### src/hw/rtl/rxdlrr_pkg.sv
// shared types and constants of the rtcp xr dlrr round-trip parser
package rxdlrr_pkg;

    localparam int unsigned RTT_SCALE  = 1000;  // milliseconds per second
    localparam int unsigned FRAC_BITS  = 16;    // fraction bits of compact ntp
    localparam int unsigned DLRR_GROUP = 12;    // bytes per dlrr sub-block

    localparam logic [7:0] PT_XR     = 8'd207;
    localparam logic [7:0] BT_DLRR   = 8'd5;

    localparam logic KIND_RTT    = 1'b0;
    localparam logic KIND_STATUS = 1'b1;

    localparam logic [1:0] ST_OK        = 2'd0;
    localparam logic [1:0] ST_NOT_XR    = 2'd1;
    localparam logic [1:0] ST_LEN_OVER  = 2'd2;
    localparam logic [1:0] ST_BLK_OVER  = 2'd3;

    typedef enum logic [2:0] {
        PH_HEADER  = 3'd0,
        PH_BLK_HDR = 3'd1,
        PH_DLRR    = 3'd2,
        PH_SKIP    = 3'd3,
        PH_IDLE    = 3'd4
    } phase_t;

    // what one accepted item leaves for the result side
    typedef struct packed {
        logic        rtt;
        logic        stat;
        logic [31:0] src;
        logic [31:0] diff;
        logic [1:0]  status;
    } evt_t;

endpackage

### src/hw/rtl/rtcp_xr_dlrr_rtt_parser_core.sv
// top level: rtcp xr dlrr round-trip parser with result buffering
//
// Input channel (in_valid/in_ready) carries one packet byte per item with the
// packet length, the current compact ntp time and a last-byte flag. Output
// channel (out_valid/out_ready) carries results: a round-trip result for each
// complete dlrr sub-block while recv_only is set, and a status result on the
// last byte of a packet. One item gives at most two results, the round trip
// first. cfg_we/cfg_wdata write recv_only; write it only while the block is idle,
// which the block itself does not enforce. Results pass through the parse stage
// register, then the result register after the x1000 scaling, before they show.
// Throughput: one item per cycle while the receiver takes results; an item
// that gives two results holds the result register for two handshakes, and
// the input stalls behind it until its status result goes out.
// Reset clears the parse state to the packet header, empties both stages and
// sets recv_only. When out_ready is low, results wait in the result register,
// one further item is held in the parse stage, and then in_ready drops.
module rtcp_xr_dlrr_rtt_parser_core
    import rxdlrr_pkg::*;
(
    input  logic               clk,
    input  logic               rst_n,
    input  logic               cfg_we,
    input  logic               cfg_wdata,
    input  logic               in_valid,
    output logic               in_ready,
    input  logic [7:0]         packet_byte,
    input  logic [15:0]        packet_length,
    input  logic [31:0]        now_compact_ntp,
    input  logic               last_byte,
    output logic               out_valid,
    input  logic               out_ready,
    output logic               result_kind,
    output logic [31:0]        source_id,
    output logic signed [31:0] rtt_ms,
    output logic [1:0]         status,
    output logic               last_result
);

    logic               recv_only_reg;
    logic               in_fire;
    evt_t               evt;
    logic               s1_valid_reg;
    evt_t               s1_evt_reg;
    logic               s1_adv;
    logic               rtt_pend_reg, rtt_pend_next;
    logic               stat_pend_reg, stat_pend_next;
    logic [31:0]        src_reg;
    logic signed [31:0] rtt_reg;
    logic [1:0]         status_reg;
    logic               out_fire;
    logic               s2_free;
    logic               load;
    logic signed [47:0] prod;

    assign in_fire = in_valid && in_ready;

    rxdlrr_parser u_parser (
        .clk             (clk),
        .rst_n           (rst_n),
        .accept          (in_fire),
        .recv_only       (recv_only_reg),
        .packet_byte     (packet_byte),
        .packet_length   (packet_length),
        .now_compact_ntp (now_compact_ntp),
        .last_byte       (last_byte),
        .evt             (evt)
    );

    always_ff @(posedge clk or negedge rst_n)
    begin
        if (!rst_n)
            recv_only_reg <= 1'b1;
        else if (cfg_we)
            recv_only_reg <= cfg_wdata;
    end

    // result register frees when empty or when its final result goes out
    assign out_valid = rtt_pend_reg || stat_pend_reg;
    assign out_fire  = out_valid && out_ready;
    assign s2_free   = !out_valid || (out_fire && !(rtt_pend_reg && stat_pend_reg));
    assign load      = s1_valid_reg && s2_free;
    assign s1_adv    = !s1_valid_reg || load;
    assign in_ready  = s1_adv;

    always_ff @(posedge clk or negedge rst_n)
    begin
        if (!rst_n)
            s1_valid_reg <= 1'b0;
        else if (s1_adv)
            s1_valid_reg <= in_fire && (evt.rtt || evt.stat);
    end

    always_ff @(posedge clk)
    begin
        if (s1_adv)
            s1_evt_reg <= evt;
    end

    // signed difference times 1000, floored by the 16 fraction bits
    assign prod = 48'(signed'(s1_evt_reg.diff)) * 48'(RTT_SCALE);

    always_comb
    begin
        rtt_pend_next  = rtt_pend_reg;
        stat_pend_next = stat_pend_reg;
        if (out_fire)
        begin
            if (rtt_pend_reg)
                rtt_pend_next = 1'b0;
            else
                stat_pend_next = 1'b0;
        end
        if (load)
        begin
            rtt_pend_next  = s1_evt_reg.rtt;
            stat_pend_next = s1_evt_reg.stat;
        end
    end

    always_ff @(posedge clk or negedge rst_n)
    begin
        if (!rst_n)
        begin
            rtt_pend_reg  <= 1'b0;
            stat_pend_reg <= 1'b0;
        end
        else
        begin
            rtt_pend_reg  <= rtt_pend_next;
            stat_pend_reg <= stat_pend_next;
        end
    end

    always_ff @(posedge clk)
    begin
        if (load)
        begin
            src_reg    <= s1_evt_reg.src;
            rtt_reg    <= prod[FRAC_BITS +: 32];
            status_reg <= s1_evt_reg.status;
        end
    end

    assign result_kind = rtt_pend_reg ? KIND_RTT : KIND_STATUS;
    assign source_id   = rtt_pend_reg ? src_reg : 32'd0;
    assign rtt_ms      = rtt_pend_reg ? rtt_reg : 32'sd0;
    assign status      = rtt_pend_reg ? ST_OK : status_reg;
    assign last_result = !(rtt_pend_reg && stat_pend_reg);

    // a status result always closes the results of its item
    a_status_last: assert property (@(posedge clk) disable iff (!rst_n)
        (out_valid && result_kind == KIND_STATUS) |-> last_result)
        else $error("status result not marked last");

    // a non-final result is a round trip followed at once by the status
    a_pair_order: assert property (@(posedge clk) disable iff (!rst_n)
        (out_fire && !last_result) |=> (out_valid && result_kind == KIND_STATUS))
        else $error("status result lost after round-trip result");

    // round-trip results only appear while enabled
    a_rtt_enabled: assert property (@(posedge clk) disable iff (!rst_n)
        (out_valid && result_kind == KIND_RTT) |-> recv_only_reg)
        else $error("round-trip result while not receive-only");

    // a waiting parse stage blocks the input unless the result side takes it
    a_stall: assert property (@(posedge clk) disable iff (!rst_n)
        (s1_valid_reg && !s2_free) |-> !in_ready)
        else $error("input accepted over a held item");

endmodule

### src/hw/rtl/rxdlrr_parser.sv
// byte-wise packet walker: header and block checks, dlrr field capture
module rxdlrr_parser
    import rxdlrr_pkg::*;
(
    input  logic        clk,
    input  logic        rst_n,
    input  logic        accept,
    input  logic        recv_only,
    input  logic [7:0]  packet_byte,
    input  logic [15:0] packet_length,
    input  logic [31:0] now_compact_ntp,
    input  logic        last_byte,
    output evt_t        evt
);

    phase_t       phase_reg, phase_next;
    logic [15:0]  pos_reg, pos_next;
    logic [15:0]  decl_len_reg, decl_len_next;
    logic [15:0]  blk_len_reg, blk_len_next;
    logic [7:0]   blk_type_reg, blk_type_next;
    logic [15:0]  blk_cnt_reg, blk_cnt_next;
    logic [3:0]   grp_reg, grp_next;
    logic [95:0]  shift_reg, shift_next;
    logic [1:0]   err_reg, err_next;

    logic [18:0]  hdr_total;
    logic [18:0]  blk_total;
    logic [19:0]  blk_end;
    logic [16:0]  q_next_byte;
    logic [15:0]  cnt_inc;
    logic [95:0]  shift_in;
    logic [1:0]   st;

    // phase after a header or block that ends just before byte q
    function automatic phase_t after_block(input logic [16:0] q, input logic [15:0] decl);
        logic [17:0] qa;
        begin
            qa = {1'b0, q} + 18'd4;
            after_block = (qa < {2'b0, decl}) ? PH_BLK_HDR : PH_IDLE;
        end
    endfunction

    assign hdr_total   = ({3'b0, decl_len_reg | {8'b0, packet_byte}} + 19'd1) << 2;
    assign blk_total   = ({3'b0, blk_len_reg | {8'b0, packet_byte}} + 19'd1) << 2;
    assign blk_end     = {4'b0, pos_reg} - 20'd3 + {1'b0, blk_total};
    assign q_next_byte = {1'b0, pos_reg} + 17'd1;
    assign cnt_inc     = blk_cnt_reg + 16'd1;
    assign shift_in    = {shift_reg[87:0], packet_byte};

    always_comb
    begin
        phase_next    = phase_reg;
        pos_next      = pos_reg;
        decl_len_next = decl_len_reg;
        blk_len_next  = blk_len_reg;
        blk_type_next = blk_type_reg;
        blk_cnt_next  = blk_cnt_reg;
        grp_next      = grp_reg;
        shift_next    = shift_reg;
        err_next      = err_reg;
        evt           = '0;
        st            = ST_OK;

        case (phase_reg)
            PH_HEADER:
            begin
                if (pos_reg == 16'd1)
                begin
                    if (packet_byte != PT_XR)
                    begin
                        err_next   = ST_NOT_XR;
                        phase_next = PH_IDLE;
                    end
                end
                else if (pos_reg == 16'd2)
                begin
                    decl_len_next = {packet_byte, 8'b0};
                end
                else if (pos_reg == 16'd3)
                begin
                    if (hdr_total > {3'b0, packet_length})
                    begin
                        err_next   = ST_LEN_OVER;
                        phase_next = PH_IDLE;
                    end
                    else
                    begin
                        decl_len_next = hdr_total[15:0];
                    end
                end
                else if (pos_reg == 16'd7)
                begin
                    blk_cnt_next = '0;
                    grp_next     = '0;
                    phase_next   = after_block(17'd8, decl_len_reg);
                end
            end
            PH_BLK_HDR:
            begin
                blk_cnt_next = cnt_inc;
                if (blk_cnt_reg == 16'd0)
                begin
                    blk_type_next = packet_byte;
                end
                else if (blk_cnt_reg == 16'd2)
                begin
                    blk_len_next = {packet_byte, 8'b0};
                end
                else if (blk_cnt_reg == 16'd3)
                begin
                    if (blk_end > {4'b0, packet_length})
                    begin
                        blk_cnt_next = blk_cnt_reg;
                        err_next     = ST_BLK_OVER;
                        phase_next   = PH_IDLE;
                    end
                    else
                    begin
                        blk_len_next = blk_total[15:0];
                        blk_cnt_next = '0;
                        grp_next     = '0;
                        if (blk_total == 19'd4)
                            phase_next = after_block(q_next_byte, decl_len_reg);
                        else
                            phase_next = (blk_type_reg == BT_DLRR) ? PH_DLRR : PH_SKIP;
                    end
                end
            end
            PH_DLRR, PH_SKIP:
            begin
                if (phase_reg == PH_DLRR)
                begin
                    shift_next = shift_in;
                    // ssrc, lrr, dlrr complete on the twelfth byte of a group
                    if (grp_reg == 4'(DLRR_GROUP - 1) && recv_only)
                    begin
                        evt.rtt  = 1'b1;
                        evt.src  = shift_in[95:64];
                        evt.diff = now_compact_ntp - shift_in[63:32] - shift_in[31:0];
                    end
                end
                blk_cnt_next = cnt_inc;
                grp_next     = (grp_reg == 4'(DLRR_GROUP - 1)) ? 4'd0 : grp_reg + 4'd1;
                if ({1'b0, cnt_inc} + 17'd4 >= {1'b0, blk_len_reg})
                begin
                    blk_cnt_next = '0;
                    grp_next     = '0;
                    phase_next   = after_block(q_next_byte, decl_len_reg);
                end
            end
            default:
            begin
            end
        endcase

        if (pos_reg != 16'hFFFF)
            pos_next = pos_reg + 16'd1;

        if (last_byte)
        begin
            st = err_next;
            if (phase_next == PH_HEADER && err_next == ST_OK)
            begin
                if (pos_reg < 16'd1)
                    st = ST_NOT_XR;
                else if (pos_reg < 16'd3)
                    st = ST_LEN_OVER;
            end
            evt.stat      = 1'b1;
            evt.status    = st;
            phase_next    = PH_HEADER;
            pos_next      = '0;
            decl_len_next = '0;
            blk_len_next  = '0;
            blk_type_next = '0;
            blk_cnt_next  = '0;
            grp_next      = '0;
            shift_next    = '0;
            err_next      = ST_OK;
        end
    end

    always_ff @(posedge clk or negedge rst_n)
    begin
        if (!rst_n)
        begin
            phase_reg    <= PH_HEADER;
            pos_reg      <= '0;
            decl_len_reg <= '0;
            blk_len_reg  <= '0;
            blk_type_reg <= '0;
            blk_cnt_reg  <= '0;
            grp_reg      <= '0;
            shift_reg    <= '0;
            err_reg      <= ST_OK;
        end
        else if (accept)
        begin
            phase_reg    <= phase_next;
            pos_reg      <= pos_next;
            decl_len_reg <= decl_len_next;
            blk_len_reg  <= blk_len_next;
            blk_type_reg <= blk_type_next;
            blk_cnt_reg  <= blk_cnt_next;
            grp_reg      <= grp_next;
            shift_reg    <= shift_next;
            err_reg      <= err_next;
        end
    end

endmodule

### config.mk
export PLATFORM = sky130hd
export DESIGN_NAME = rtcp_xr_dlrr_rtt_parser_core
export DESIGN_NICKNAME = d
export VERILOG_FILES = /design/src/hw/rtl/rxdlrr_pkg.sv /design/src/hw/rtl/rtcp_xr_dlrr_rtt_parser_core.sv /design/src/hw/rtl/rxdlrr_parser.sv
export SDC_FILE = /design/constraint.sdc
export NUM_CORES = 1
export LEC_CHECK = 0
export ABC_AREA = 1
export BUFFER_PORTS_ARGS = -buffer_cell sky130_fd_sc_hd__buf_2
export CAP_MARGIN = 20
export CORE_MARGIN = 5
export CORE_UTILIZATION = 47
export CTS_CLUSTER_DIAMETER = 100
export DETAILED_ROUTE_END_ITERATION = 12
export PLACE_DENSITY_LB_ADDON = 0.3
export SETUP_SLACK_MARGIN = 0.3
export SLEW_MARGIN = 20
export SYNTH_ARGS = -nofsm -noshare
export SYNTH_HDL_FRONTEND = slang
export SYNTH_SLANG_ARGS = --single-unit
### constraint.sdc
create_clock -name clk -period 4.8 [get_ports clk]
set_input_delay 0.24 -clock clk [delete_from_list [all_inputs] [get_ports clk]]
set_output_delay 0.24 -clock clk [all_outputs]
set_load 0.01 [all_outputs]
==> results of run 1 <==
layout by cell type, fill, tap and decap left out, drive strengths merged, types with 12 or more instances in the layout:
master    n
a21o     13
a21oi   149
a31oi    14
buf     331
clkbuf   47
clkinv   17
dfrtp   168
edfxtp  134
fa      152
ha      200
inv     486
nand2   543
nand3   108
nand4    41
nor2    262
nor3     48
nor4     13
o21a     12
o21ai   136
o221ai   17
o22ai   101
xnor2    33
xor2     70
power groups by stage:
stage / clock [mW] / sequential, mW / combinational, mW
6_report: 2.76 / 3.05 / 3.58
3_3_place_gp: 0 / 3.10 / 3.11
2_1_floorplan: 0 / 3.05 / 2.17
5_1_grt: 2.93 / 3.07 / 3.99
3_5_place_dp: 0 / 3.10 / 3.19
4_1_cts: 2.82 / 3.05 / 3.29
cells by family (layout without fill, tap and decap cells):
| logic type | Yosys count | in the layout |
|---|---|---|
| and+or+nand+nor | 1027 | 1027 |
| buffers and inverters | 542 | 891 |
| AOI/OAI and AO/OA | 475 | 475 |
| adders and majority gates | 352 | 352 |
| DFF | 303 | 303 |
| xor gates and xnor gates | 103 | 103 |
| muxes | 1 | 1 |
cell type report:
cell class                      instances  area, um2  share of cell area [%]
Multi-Input combinational cell       1958      14600                    50.2
Clock buffer                           46        990                    3.40
Clock inverter                         18        211                   0.726
Inverter                              490       1850                    6.34
Tap cell                              672        841                    2.89
Sequential cell                       303       8260                    28.4
Timing Repair Buffer                  337       2360                    8.12
what timing repair did:
action	CTS	global route
pin swaps	57	85
cloned	0	2
buffers inserted	23	38
hold buffers	5	0
endpoints found under the hold margin	86	0
setup endpoints to repair	47	61
gates resized for setup	68	160
worst max-delay path, delay by kind of cell (launching register included):
| family | cells | cell delay, ns |
|---|---|---|
| compound gates | 5 | 0.59 |
| flops | 1 | 0.46 |
| simple gates | 5 | 0.38 |
| buf+inv | 4 | 0.59 |
| fa+ha+maj | 5 | 2.30 |
| xor+xnor | 1 | 0.13 |
per-layer routing:
layer  part of all wire [%]  wire length, um
met4                    3.6             2390
met3                    4.8             3150
met2                     50            33000
met5                      0                0
met1                     41            27200
worst max-delay path by stage:
stage / start / end / slack (ns) / depth (start not counted)
final: s1_evt_reg[4] / rtt_reg[25] / 0.10 / 20
after global routing: s1_evt_reg[16] / rtt_reg[28] / -0.12 / 23
after CTS: s1_evt_reg[16] / rtt_reg[29] / 0.12 / 22
after detailed placement: s1_evt_reg[10] / rtt_reg[23] / -0.1 / 16
after global placement: s1_evt_reg[4] / rtt_reg[23] / 0.004 / 18
after floorplan: s1_evt_reg[10] / rtt_reg[23] / 0.29 / 16
==> run summary, run 1 <==
Vias post-DR: 20300
End point of the most critical hold path: s1_evt_reg[2]
Post-route cell area: 0.0291 mm2
Most repeated cell in the gate-level netlist after synthesis: sky130_fd_sc_hd__nand2_1
M1 GR Usage: 28.7%
Worst VDD drop: 0.000342 V
Pin count of the biggest net entering global routing: 88
Area after DPL: 0.0264 mm2
Multiplexer share of the synthesized area: 0.0469%
Placed wire-length estimate: 51200 um
Effective utilization at floorplan: 47.7%
Routed wire length: 65700 um
Syn_nets: 3218
Combinational share of power: 38.1%
GPL Wtd Cong: 0.997
Final count of pins violating max slew: 0
Dominant combinational cell family by area after synthesis: adder cells
Min Tclk post-route: 4.70 ns
Area fraction in compound gates after synthesis: 11.8%
Flip-flop count of the largest register after layout: 88
Total inserted antenna cells: 0
Synth Area per Inst: 8.56 um2
Number of antenna violations at the first check in global routing: 0
Final critical-path share of the clock period: 97.8%
Area added between synthesis and finish: 21.3%
Root buffer cell: sky130_fd_sc_hd__clkbuf_16
Clock transition at path regs: 0.07 ns
Vias in the first global route: 20200
Hold WC Path Type: input port to flip-flop
Part of the power in registers: 32.5%
Later-pin clock latency in the skew report: 0.57 ns
Worst max-slew margin expressed relative to the limit: 38.3%
Clock share of power: 29.4%
Xor-xnor portion of the synthesized cell area: 3.76%
Dominant synthesized flop cell: sky130_fd_sc_hd__dfrtp_1
Reg-to-reg critical path startpoint: s1_evt_reg[4]
Startpoint type of the worst setup path: flip-flop
Layout cells sized above 1: 20.0%
Number of H-tree levels: 2
Post-DR wirelength/cell: 17.2 um
Adder-cell area share of the yosys netlist: 23.1%
Final Hold Fails: 0
Worst path setup slack after routing: 0.104 ns
Async set-or-reset flop fraction in the synthesized netlist: 55.8%
Placeable Area: 0.0504 mm2
Detailed router's first-iteration violation count: 1220
Synth Register Bits: 303
Syn Inst Count: 2803
Critical-path cell with the highest stage delay: sky130_fd_sc_hd__fa_1
Die Height: 236 um
Top cells by area in the synthesized netlist: sky130_fd_sc_hd__dfrtp_1 18%, sky130_fd_sc_hd__edfxtp_1 17%, sky130_fd_sc_hd__fa_1 13%
Worst hold margin: 0.108 ns
Sw frac: 36.3%
Final Power: 9.39 mW
Setup Viol. Count Final: 0
CTS tree: done
Total of fill cells in the finished design: 4427
Startpoint of the worst hold path: now_compact_ntp[1]
Critical path required time: 5.11 ns
Worst slack at placement: -0.0976 ns
Portion of the post-synthesis area used by sequential elements: 34.4%
Power density normalized to cell area: 322 mW/mm2
Result of the run: finished, final reports clean
Clock tree buffer depth: 3
Highest clock rate: 0.213 GHz
Number of warnings issued by yosys: 0
Placed cell count: 3692
Number of buffers added on ports: 132
Reg2Reg Capture Point: rtt_reg[25]
Fraction of met2 tracks used by global routing: 40.0%
Global-route wire length before repair: 104000 um
Count of different cell masters after synthesis: 64
Die footprint: 0.0557 mm2
Reg2reg setup slack: 0.10 ns
Most used routing layer: met2
Signal arrival time at the worst endpoint: 5.01 ns
Post-detailed-route via-to-cell ratio: 5.31
Length of the first detailed-routing pass in iterations: 5
Actual transition at the worst max-transition pin: 0.926 ns
Post-route non-filler standard cell count: 3824
Cell row count: 82
R2R depth: 20
Ranking of synthesized cells by instance count: 534 x sky130_fd_sc_hd__nand2_1, 467 x sky130_fd_sc_hd__inv_1, 232 x sky130_fd_sc_hd__nor2_1
Max cap viols: 0
Post-route clock skew: 0.0282 ns
Setup repair after global routing missed its margin: true
Worst Hold Path Cells: 3
Endpoint class of the critical path: flip-flop
GRT Util Overall: 22.7%
Number of enable flip-flop cells after synthesis: 134
Leading area contributor after synthesis: sky130_fd_sc_hd__dfrtp_1
Top-area cell type share of the netlist area: 17.5%
DRC violations left: 0
Sink Count: 303
DIE WIDTH: 236 um
GRT met3 Usage: 3.64%
Final Core Density: 57.8%
Leakage: 14.6 nW
Chain of cells forming the critical path: buf_4 -> fa_1 -> fa_1 -> fa_1 -> fa_1 -> ha_4 -> a21oi_1 -> o21ai_1 -> a21oi_2 -> o21ai_1 -> nor2_1 -> buf_4 -> o21bai_4 -> nand2_1 -> nand2_2 -> nand2_2 -> nand2_2 -> buf_4 -> buf_4 -> xor2_1
Number of buffers created by CTS: 35
Setup TNS Final: 0 ns
Switching power summed over all nets: 3.41 mW
Final nets: 3540
Internal power of the cells: 5.98 mW
Area of the mapped netlist: 0.0240 mm2
Number of nets still failing antenna checks after routing: 0
Remaining global-route overflow: 0
Maximum cell stage delay along the critical path: 0.61 ns
Fraction of the mapped netlist area in simple logic gates: 18.3%
Maximum fanout count along the critical path: 4
IO Count: 133
Crit Path Class: flip-flop to flip-flop
Power figures use the tool's default switching activity.
==> run 2, diff against run 1 <==
Settings changed: BUFFER_PORTS_ARGS -buffer_cell sky130_fd_sc_hd__buf_2 to unset, DONT_BUFFER_PORTS set to 1.
==> run 2 against run 1 <==
Sequential share of layout area up 0.79 points; count of clock-buffer cells in the layout up 5; total power up 1.7%; critical path type unchanged; worst setup slack worse by 0.061 ns; non-clock buffer count down 150; critical endpoint is now rtt_reg[27]; flip-flop and latch count unchanged; final area down 2.7%; combinational power about the same; final cell count down 3.8%; utilization down 1.6 points; die area unchanged; largest power group unchanged.
==> run summary, run 2 (synthesized netlist as in run 1, its figures left out) <==
Final critical-path share of the clock period: 99.1%
Power density normalized to cell area: 337 mW/mm2
Hold WC Path Type: input port to flip-flop
Commonest cells after routing, fill and taps aside: 497 x sky130_fd_sc_hd__nand2_1, 458 x sky130_fd_sc_hd__inv_1, 215 x sky130_fd_sc_hd__nor2_1, 174 x sky130_fd_sc_hd__ha_1, 168 x sky130_fd_sc_hd__buf_4
Post-detailed-route via-to-cell ratio: 5.40
Routed wire length: 66700 um
Post-DR wirelength/cell: 18.1 um
Number of buffers created by CTS: 37
Worst VDD drop: 0.000406 V
Placeable Area: 0.0504 mm2
Number of buffers added on ports: 0
Combinational share of power: 37.8%
Setup Viol. Count Final: 0
Worst max-slew margin expressed relative to the limit: 35.5%
Global-route wire length before repair: 105000 um
GRT Util Overall: 23.0%
Reg-to-reg critical path startpoint: s1_evt_reg[17]
Vias in the first global route: 19800
Endpoint class of the critical path: flip-flop
DRC violations left: 0
Number of antenna violations at the first check in global routing: 0
Final Hold Fails: 0
Vias post-DR: 19900
Critical path required time: 5.12 ns
Total of fill cells in the finished design: 4402
Sink Count: 303
Max cap viols: 0
Detailed router's first-iteration violation count: 1519
Switching power summed over all nets: 3.51 mW
Highest clock rate: 0.210 GHz
Placed wire-length estimate: 51200 um
Later-pin clock latency in the skew report: 0.58 ns
Reg2Reg Capture Point: rtt_reg[27]
Area after DPL: 0.0256 mm2
Internal power of the cells: 6.03 mW
Reg2reg setup slack: 0.04 ns
Most common cell after layout, fill and taps aside: sky130_fd_sc_hd__nand2_1
Total inserted antenna cells: 0
Area added between synthesis and finish: 18.0%
Flip-flop count of the largest register after layout: 88
Worst Hold Path Cells: 5
Number of nets still failing antenna checks after routing: 0
Clock tree buffer depth: 3
Clock transition at path regs: 0.06 ns
Part of the power in registers: 32.0%
Most used cell along the critical path: sky130_fd_sc_hd__fa_1
Startpoint of the worst hold path: last_byte
Post-route cell area: 0.0283 mm2
End point of the most critical hold path: u_parser.grp_reg[0]
Startpoint type of the worst setup path: flip-flop
Chain of cells forming the critical path: buf_4 -> fa_1 -> fa_1 -> fa_1 -> fa_1 -> ha_4 -> a21oi_2 -> o21ai_2 -> a21oi_2 -> o21ai_4 -> nor2_4 -> o21bai_4 -> nand2_1 -> nand2_2 -> nand2_2 -> nand2_2 -> a21o_1 -> buf_4 -> xor2_1
Placed cell count: 3537
Die footprint: 0.0557 mm2
Leakage: 13.9 nW
Number of H-tree levels: 2
Signal arrival time at the worst endpoint: 5.08 ns
Worst hold margin: 0.0774 ns
Maximum fanout count along the critical path: 4
Root buffer cell: sky130_fd_sc_hd__clkbuf_16
Effective utilization at floorplan: 47.7%
GPL Wtd Cong: 0.933
Post-route non-filler standard cell count: 3679
Pin count of the biggest net entering global routing: 170
Cell row count: 82
DIE WIDTH: 236 um
Setup repair after global routing missed its margin: true
Final count of pins violating max slew: 0
Length of the first detailed-routing pass in iterations: 5
Actual transition at the worst max-transition pin: 0.968 ns
Clock share of power: 30.2%
Crit Path Class: flip-flop to flip-flop
Critical-path cell with the highest stage delay: sky130_fd_sc_hd__fa_1
Sw frac: 36.8%
R2R depth: 19
IO Count: 133
Maximum cell stage delay along the critical path: 0.61 ns
Result of the run: finished, final reports clean
Min Tclk post-route: 4.76 ns
Layout cells sized above 1: 16.1%
CTS tree: done
Remaining global-route overflow: 0
Post-route clock skew: 0.0191 ns
Die Height: 236 um
Final nets: 3393
run 2: routing by layer:
metal	track usage, %	vias up	part of all wire (%)
met3	3.95	131	5.3
li1	-	9566	-
met1	28.4	9630	41
met4	6.86	0	3.2
met5	0	-	0
met2	41.3	552	51
run 2: stage by stage:
step | setup TNS (ns) | setup WS, ns | total power, mW | util (%)
3_5_place_dp | -0.191 | -0.0639 | 6.19 | 50.8
4_1_cts | 0 | 0.125 | 9.18 | 54.4
5_1_grt | -0.896 | -0.163 | 10.1 | 56.2
6_report | 0 | 0.0428 | 9.55 | 56.2
3_3_place_gp | 0 | 0.0532 | 6.13 | 50.8
2_1_floorplan | 0 | 0.294 | 5.22 | -
run 2: final cells by class:
type                       instances  area [um2]  share of cell area [%]
multi-input combinational       1958       14600                    51.6
sequential                       303        8260                    29.2
inverter                         490        1840                    6.50
timing repair buffer             187        1510                    5.35
clock buffer                      51        1060                    3.74
tap                              672         841                    2.97
clock inverter                    17         198                   0.698
timing repair inverter             1        5.00                  0.0177
run 2: how the worst max path moves through the flow:
stage / slack, ns / cells past startpoint / startpoint / end
floorplan: 0.29 / 16 / s1_evt_reg[10] / rtt_reg[23]
global placement: 0.05 / 17 / s1_evt_reg[17] / rtt_reg[27]
detailed placement: -0.06 / 16 / s1_evt_reg[5] / rtt_reg[23]
CTS: 0.12 / 20 / s1_evt_reg[13] / rtt_reg[31]
global route: -0.16 / 21 / s1_evt_reg[13] / rtt_reg[31]
finish: 0.04 / 19 / s1_evt_reg[17] / rtt_reg[27]
run 2: worst max-delay path: cells and delay by family (launching register included):
kind / cells / cell delay (ns)
xor+xnor: 1 / 0.13
buf+inv: 2 / 0.31
flops: 1 / 0.42
compound gates: 6 / 0.85
simple gates: 5 / 0.46
fa+ha+maj: 5 / 2.34
run 2: timing repair:
action	CTS	global route
pin swaps	54	85
setup endpoints to repair	26	65
gates resized for setup	52	146
cloned	1	1
buffers inserted	33	31
hold buffers	8	0
hold endpoints to repair	196	0
run 2: power groups by stage:
stage | Combinational (mW) | Clock [mW] | Sequential [mW]
3_5_place_dp | 3.09 | 0 | 3.10
6_report | 3.61 | 2.88 | 3.05
4_1_cts | 3.20 | 2.93 | 3.05
2_1_floorplan | 2.17 | 0 | 3.05
3_3_place_gp | 3.03 | 0 | 3.10
5_1_grt | 4.01 | 3.03 | 3.07
==> run 3, diff against run 2 <==
==> constraint.sdc (replaced) <==
create_clock -name clk -period 4.8 [get_ports clk]
set_input_delay 0.24 -clock clk [delete_from_list [all_inputs] [get_ports clk]]
set_output_delay 0.24 -clock clk [all_outputs]
set_load 0.05 [all_outputs]
==> run 3 against run 2 <==
Combinational power rose by 2%; final cell count fell by 0.27%; largest cell class unchanged; non-clock buffer count fell by 7; the flow now finishes with violations (setup timing); highest routed layer is now met5; via count rose by 0.27%.
==> run summary, run 3 (synthesized netlist as in run 1, its figures left out) <==
Vias in the first global route: 20000
Routed wire length: 66500 um
Later-pin clock latency in the skew report: 0.56 ns
Clock transition at path regs: 0.06 ns
Global-route wire length before repair: 104000 um
Highest clock rate: 0.203 GHz
Length of the first detailed-routing pass in iterations: 5
Final count of pins violating max slew: 0
Total inserted antenna cells: 0
Final Power: 9.61 mW
Pin count of the biggest net entering global routing: 170
Chain of cells forming the critical path: buf_4 -> fa_1 -> fa_1 -> fa_1 -> fa_1 -> ha_4 -> nand2_1 -> nor3_2 -> inv_1 -> nor3_2 -> nor2_2 -> o21bai_1 -> nand2_1 -> nand2_2 -> nand2_2 -> nand2_2 -> a21o_1 -> nand2_1 -> xor2_1
Commonest cells after routing, fill and taps aside: 493 x sky130_fd_sc_hd__nand2_1, 460 x sky130_fd_sc_hd__inv_1, 212 x sky130_fd_sc_hd__nor2_1, 174 x sky130_fd_sc_hd__ha_1, 167 x sky130_fd_sc_hd__dfrtp_1
Failing checks: setup timing
Worst VDD drop: 0.000423 V
Die Height: 236 um
Worst path setup slack after routing: -0.137 ns
CTS tree: done
Cell row count: 82
Area added between synthesis and finish: 18.7%
Maximum cell stage delay along the critical path: 0.56 ns
Hold WC Path Type: input port to flip-flop
Placeable Area: 0.0504 mm2
Maximum fanout count along the critical path: 4
Worst hold margin: 0.0504 ns
Most common cell after layout, fill and taps aside: sky130_fd_sc_hd__nand2_1
Post-route cell area: 0.0285 mm2
Max cap viols: 0
Number of buffers created by CTS: 36
IO Count: 133
Number of nets still failing antenna checks after routing: 0
DRC violations left: 0
Actual transition at the worst max-transition pin: 1.05 ns
Post-DR wirelength/cell: 18.1 um
Min Tclk post-route: 4.94 ns
Most used cell along the critical path: sky130_fd_sc_hd__fa_1
Die footprint: 0.0557 mm2
DIE WIDTH: 236 um
Startpoint type of the worst setup path: flip-flop
Critical-path cell with the highest stage delay: sky130_fd_sc_hd__fa_1
GRT Util Overall: 22.8%
Post-route non-filler standard cell count: 3669
Number of H-tree levels: 2
Total of fill cells in the finished design: 4413
Startpoint of the worst hold path: last_byte
Post-detailed-route via-to-cell ratio: 5.43
Worst max-slew margin expressed relative to the limit: 30.3%
Number of buffers added on ports: 0
Leakage: 13.9 nW
Final Hold Fails: 0
Crit Path Class: flip-flop to flip-flop
GPL Wtd Cong: 0.940
Final nets: 3385
Result of the run: complete, but fails checks
Setup repair after global routing missed its margin: true
Signal arrival time at the worst endpoint: 5.25 ns
Number of antenna violations at the first check in global routing: 2
Placed wire-length estimate: 50700 um
Remaining global-route overflow: 0
Root buffer cell: sky130_fd_sc_hd__clkbuf_16
Placed cell count: 3525
Flip-flop count of the largest register after layout: 88
Reg-to-reg critical path startpoint: s1_evt_reg[17]
Power density normalized to cell area: 337 mW/mm2
Sink Count: 303
Detailed router's first-iteration violation count: 1293
Setup Viol. Count Final: 3
Layout cells sized above 1: 16.6%
Effective utilization at floorplan: 47.7%
Post-route clock skew: 0.0244 ns
Largest delay contributor family on the critical path: adder cells
Vias post-DR: 19900
Clock tree buffer depth: 3
Area after DPL: 0.0255 mm2
Buffer and inverter count on the worst path: 2
Endpoint class of the critical path: flip-flop
Final critical-path share of the clock period: 103%
Critical path required time: 5.11 ns
Critical Path Source: s1_evt_reg[17]
[run 3: final timing paths]
check | to | slack [ns] | cells past startpoint
min reg2reg | src_reg[24] | 0.42 | 0
max reg2reg | rtt_reg[31] | -0.14 | 19
max | rtt_reg[31] | -0.14 | 19
max in group asynchronous | u_parser.decl_len_reg[3] | 3.70 | 2
min in group asynchronous | u_parser.pos_reg[11] | 0.37 | 2
min | u_parser.shift_reg[1] | 0.05 | 3
[run 3: power by group]
group          internal, mW  switching, mW
Sequential             2.91          0.145
Combinational          1.46           2.21
Clock                  1.72           1.16
Total                  6.09           3.52
[run 3: area by class of cell]
class	instances	area, um2	share of cell area, %
clock buffer	46	1000	3.51
multi-input combinational	1958	14800	51.8
clock inverter	19	251	0.882
timing repair inverter	1	7.51	0.0263
sequential	303	8260	29.0
inverter	490	1850	6.47
tap	672	841	2.95
timing repair buffer	180	1540	5.40
[run 3: worst min-delay path, delay by kind of cell]
kind / cells / cell delay (ns)
compound gates: 1 / 0.10
simple gates: 1 / 0.10
buf+inv: 1 / 0.12
[run 3: stage by stage]
stage	setup WS (ns)	utilization [%]	setup TNS, ns
2_1_floorplan	0.294	-	0
3_5_place_dp	-0.0366	50.6	-0.101
5_1_grt	-0.323	56.6	-1.47
3_3_place_gp	0.0919	50.6	0
4_1_cts	0.157	54.1	0
6_report	-0.137	56.6	-0.376
[run 3: layer usage]
metal	wire, um	share of wire, %	track usage [%]	vias up
li1	-	-	-	9561
met1	26800	40	27.8	9586
met2	33200	50	39.8	613
met3	3700	5.6	4.37	168
met4	2730	4.1	9.08	4
met5	21	0.032	0	-
[run 3: repair_timing]
action	in CTS	in global routing
setup endpoints to repair	46	62
cloned	1	2
buffers inserted	37	31
endpoints found under the hold margin	194	0
pin swaps	43	90
resized for setup	43	217
hold buffers	8	0
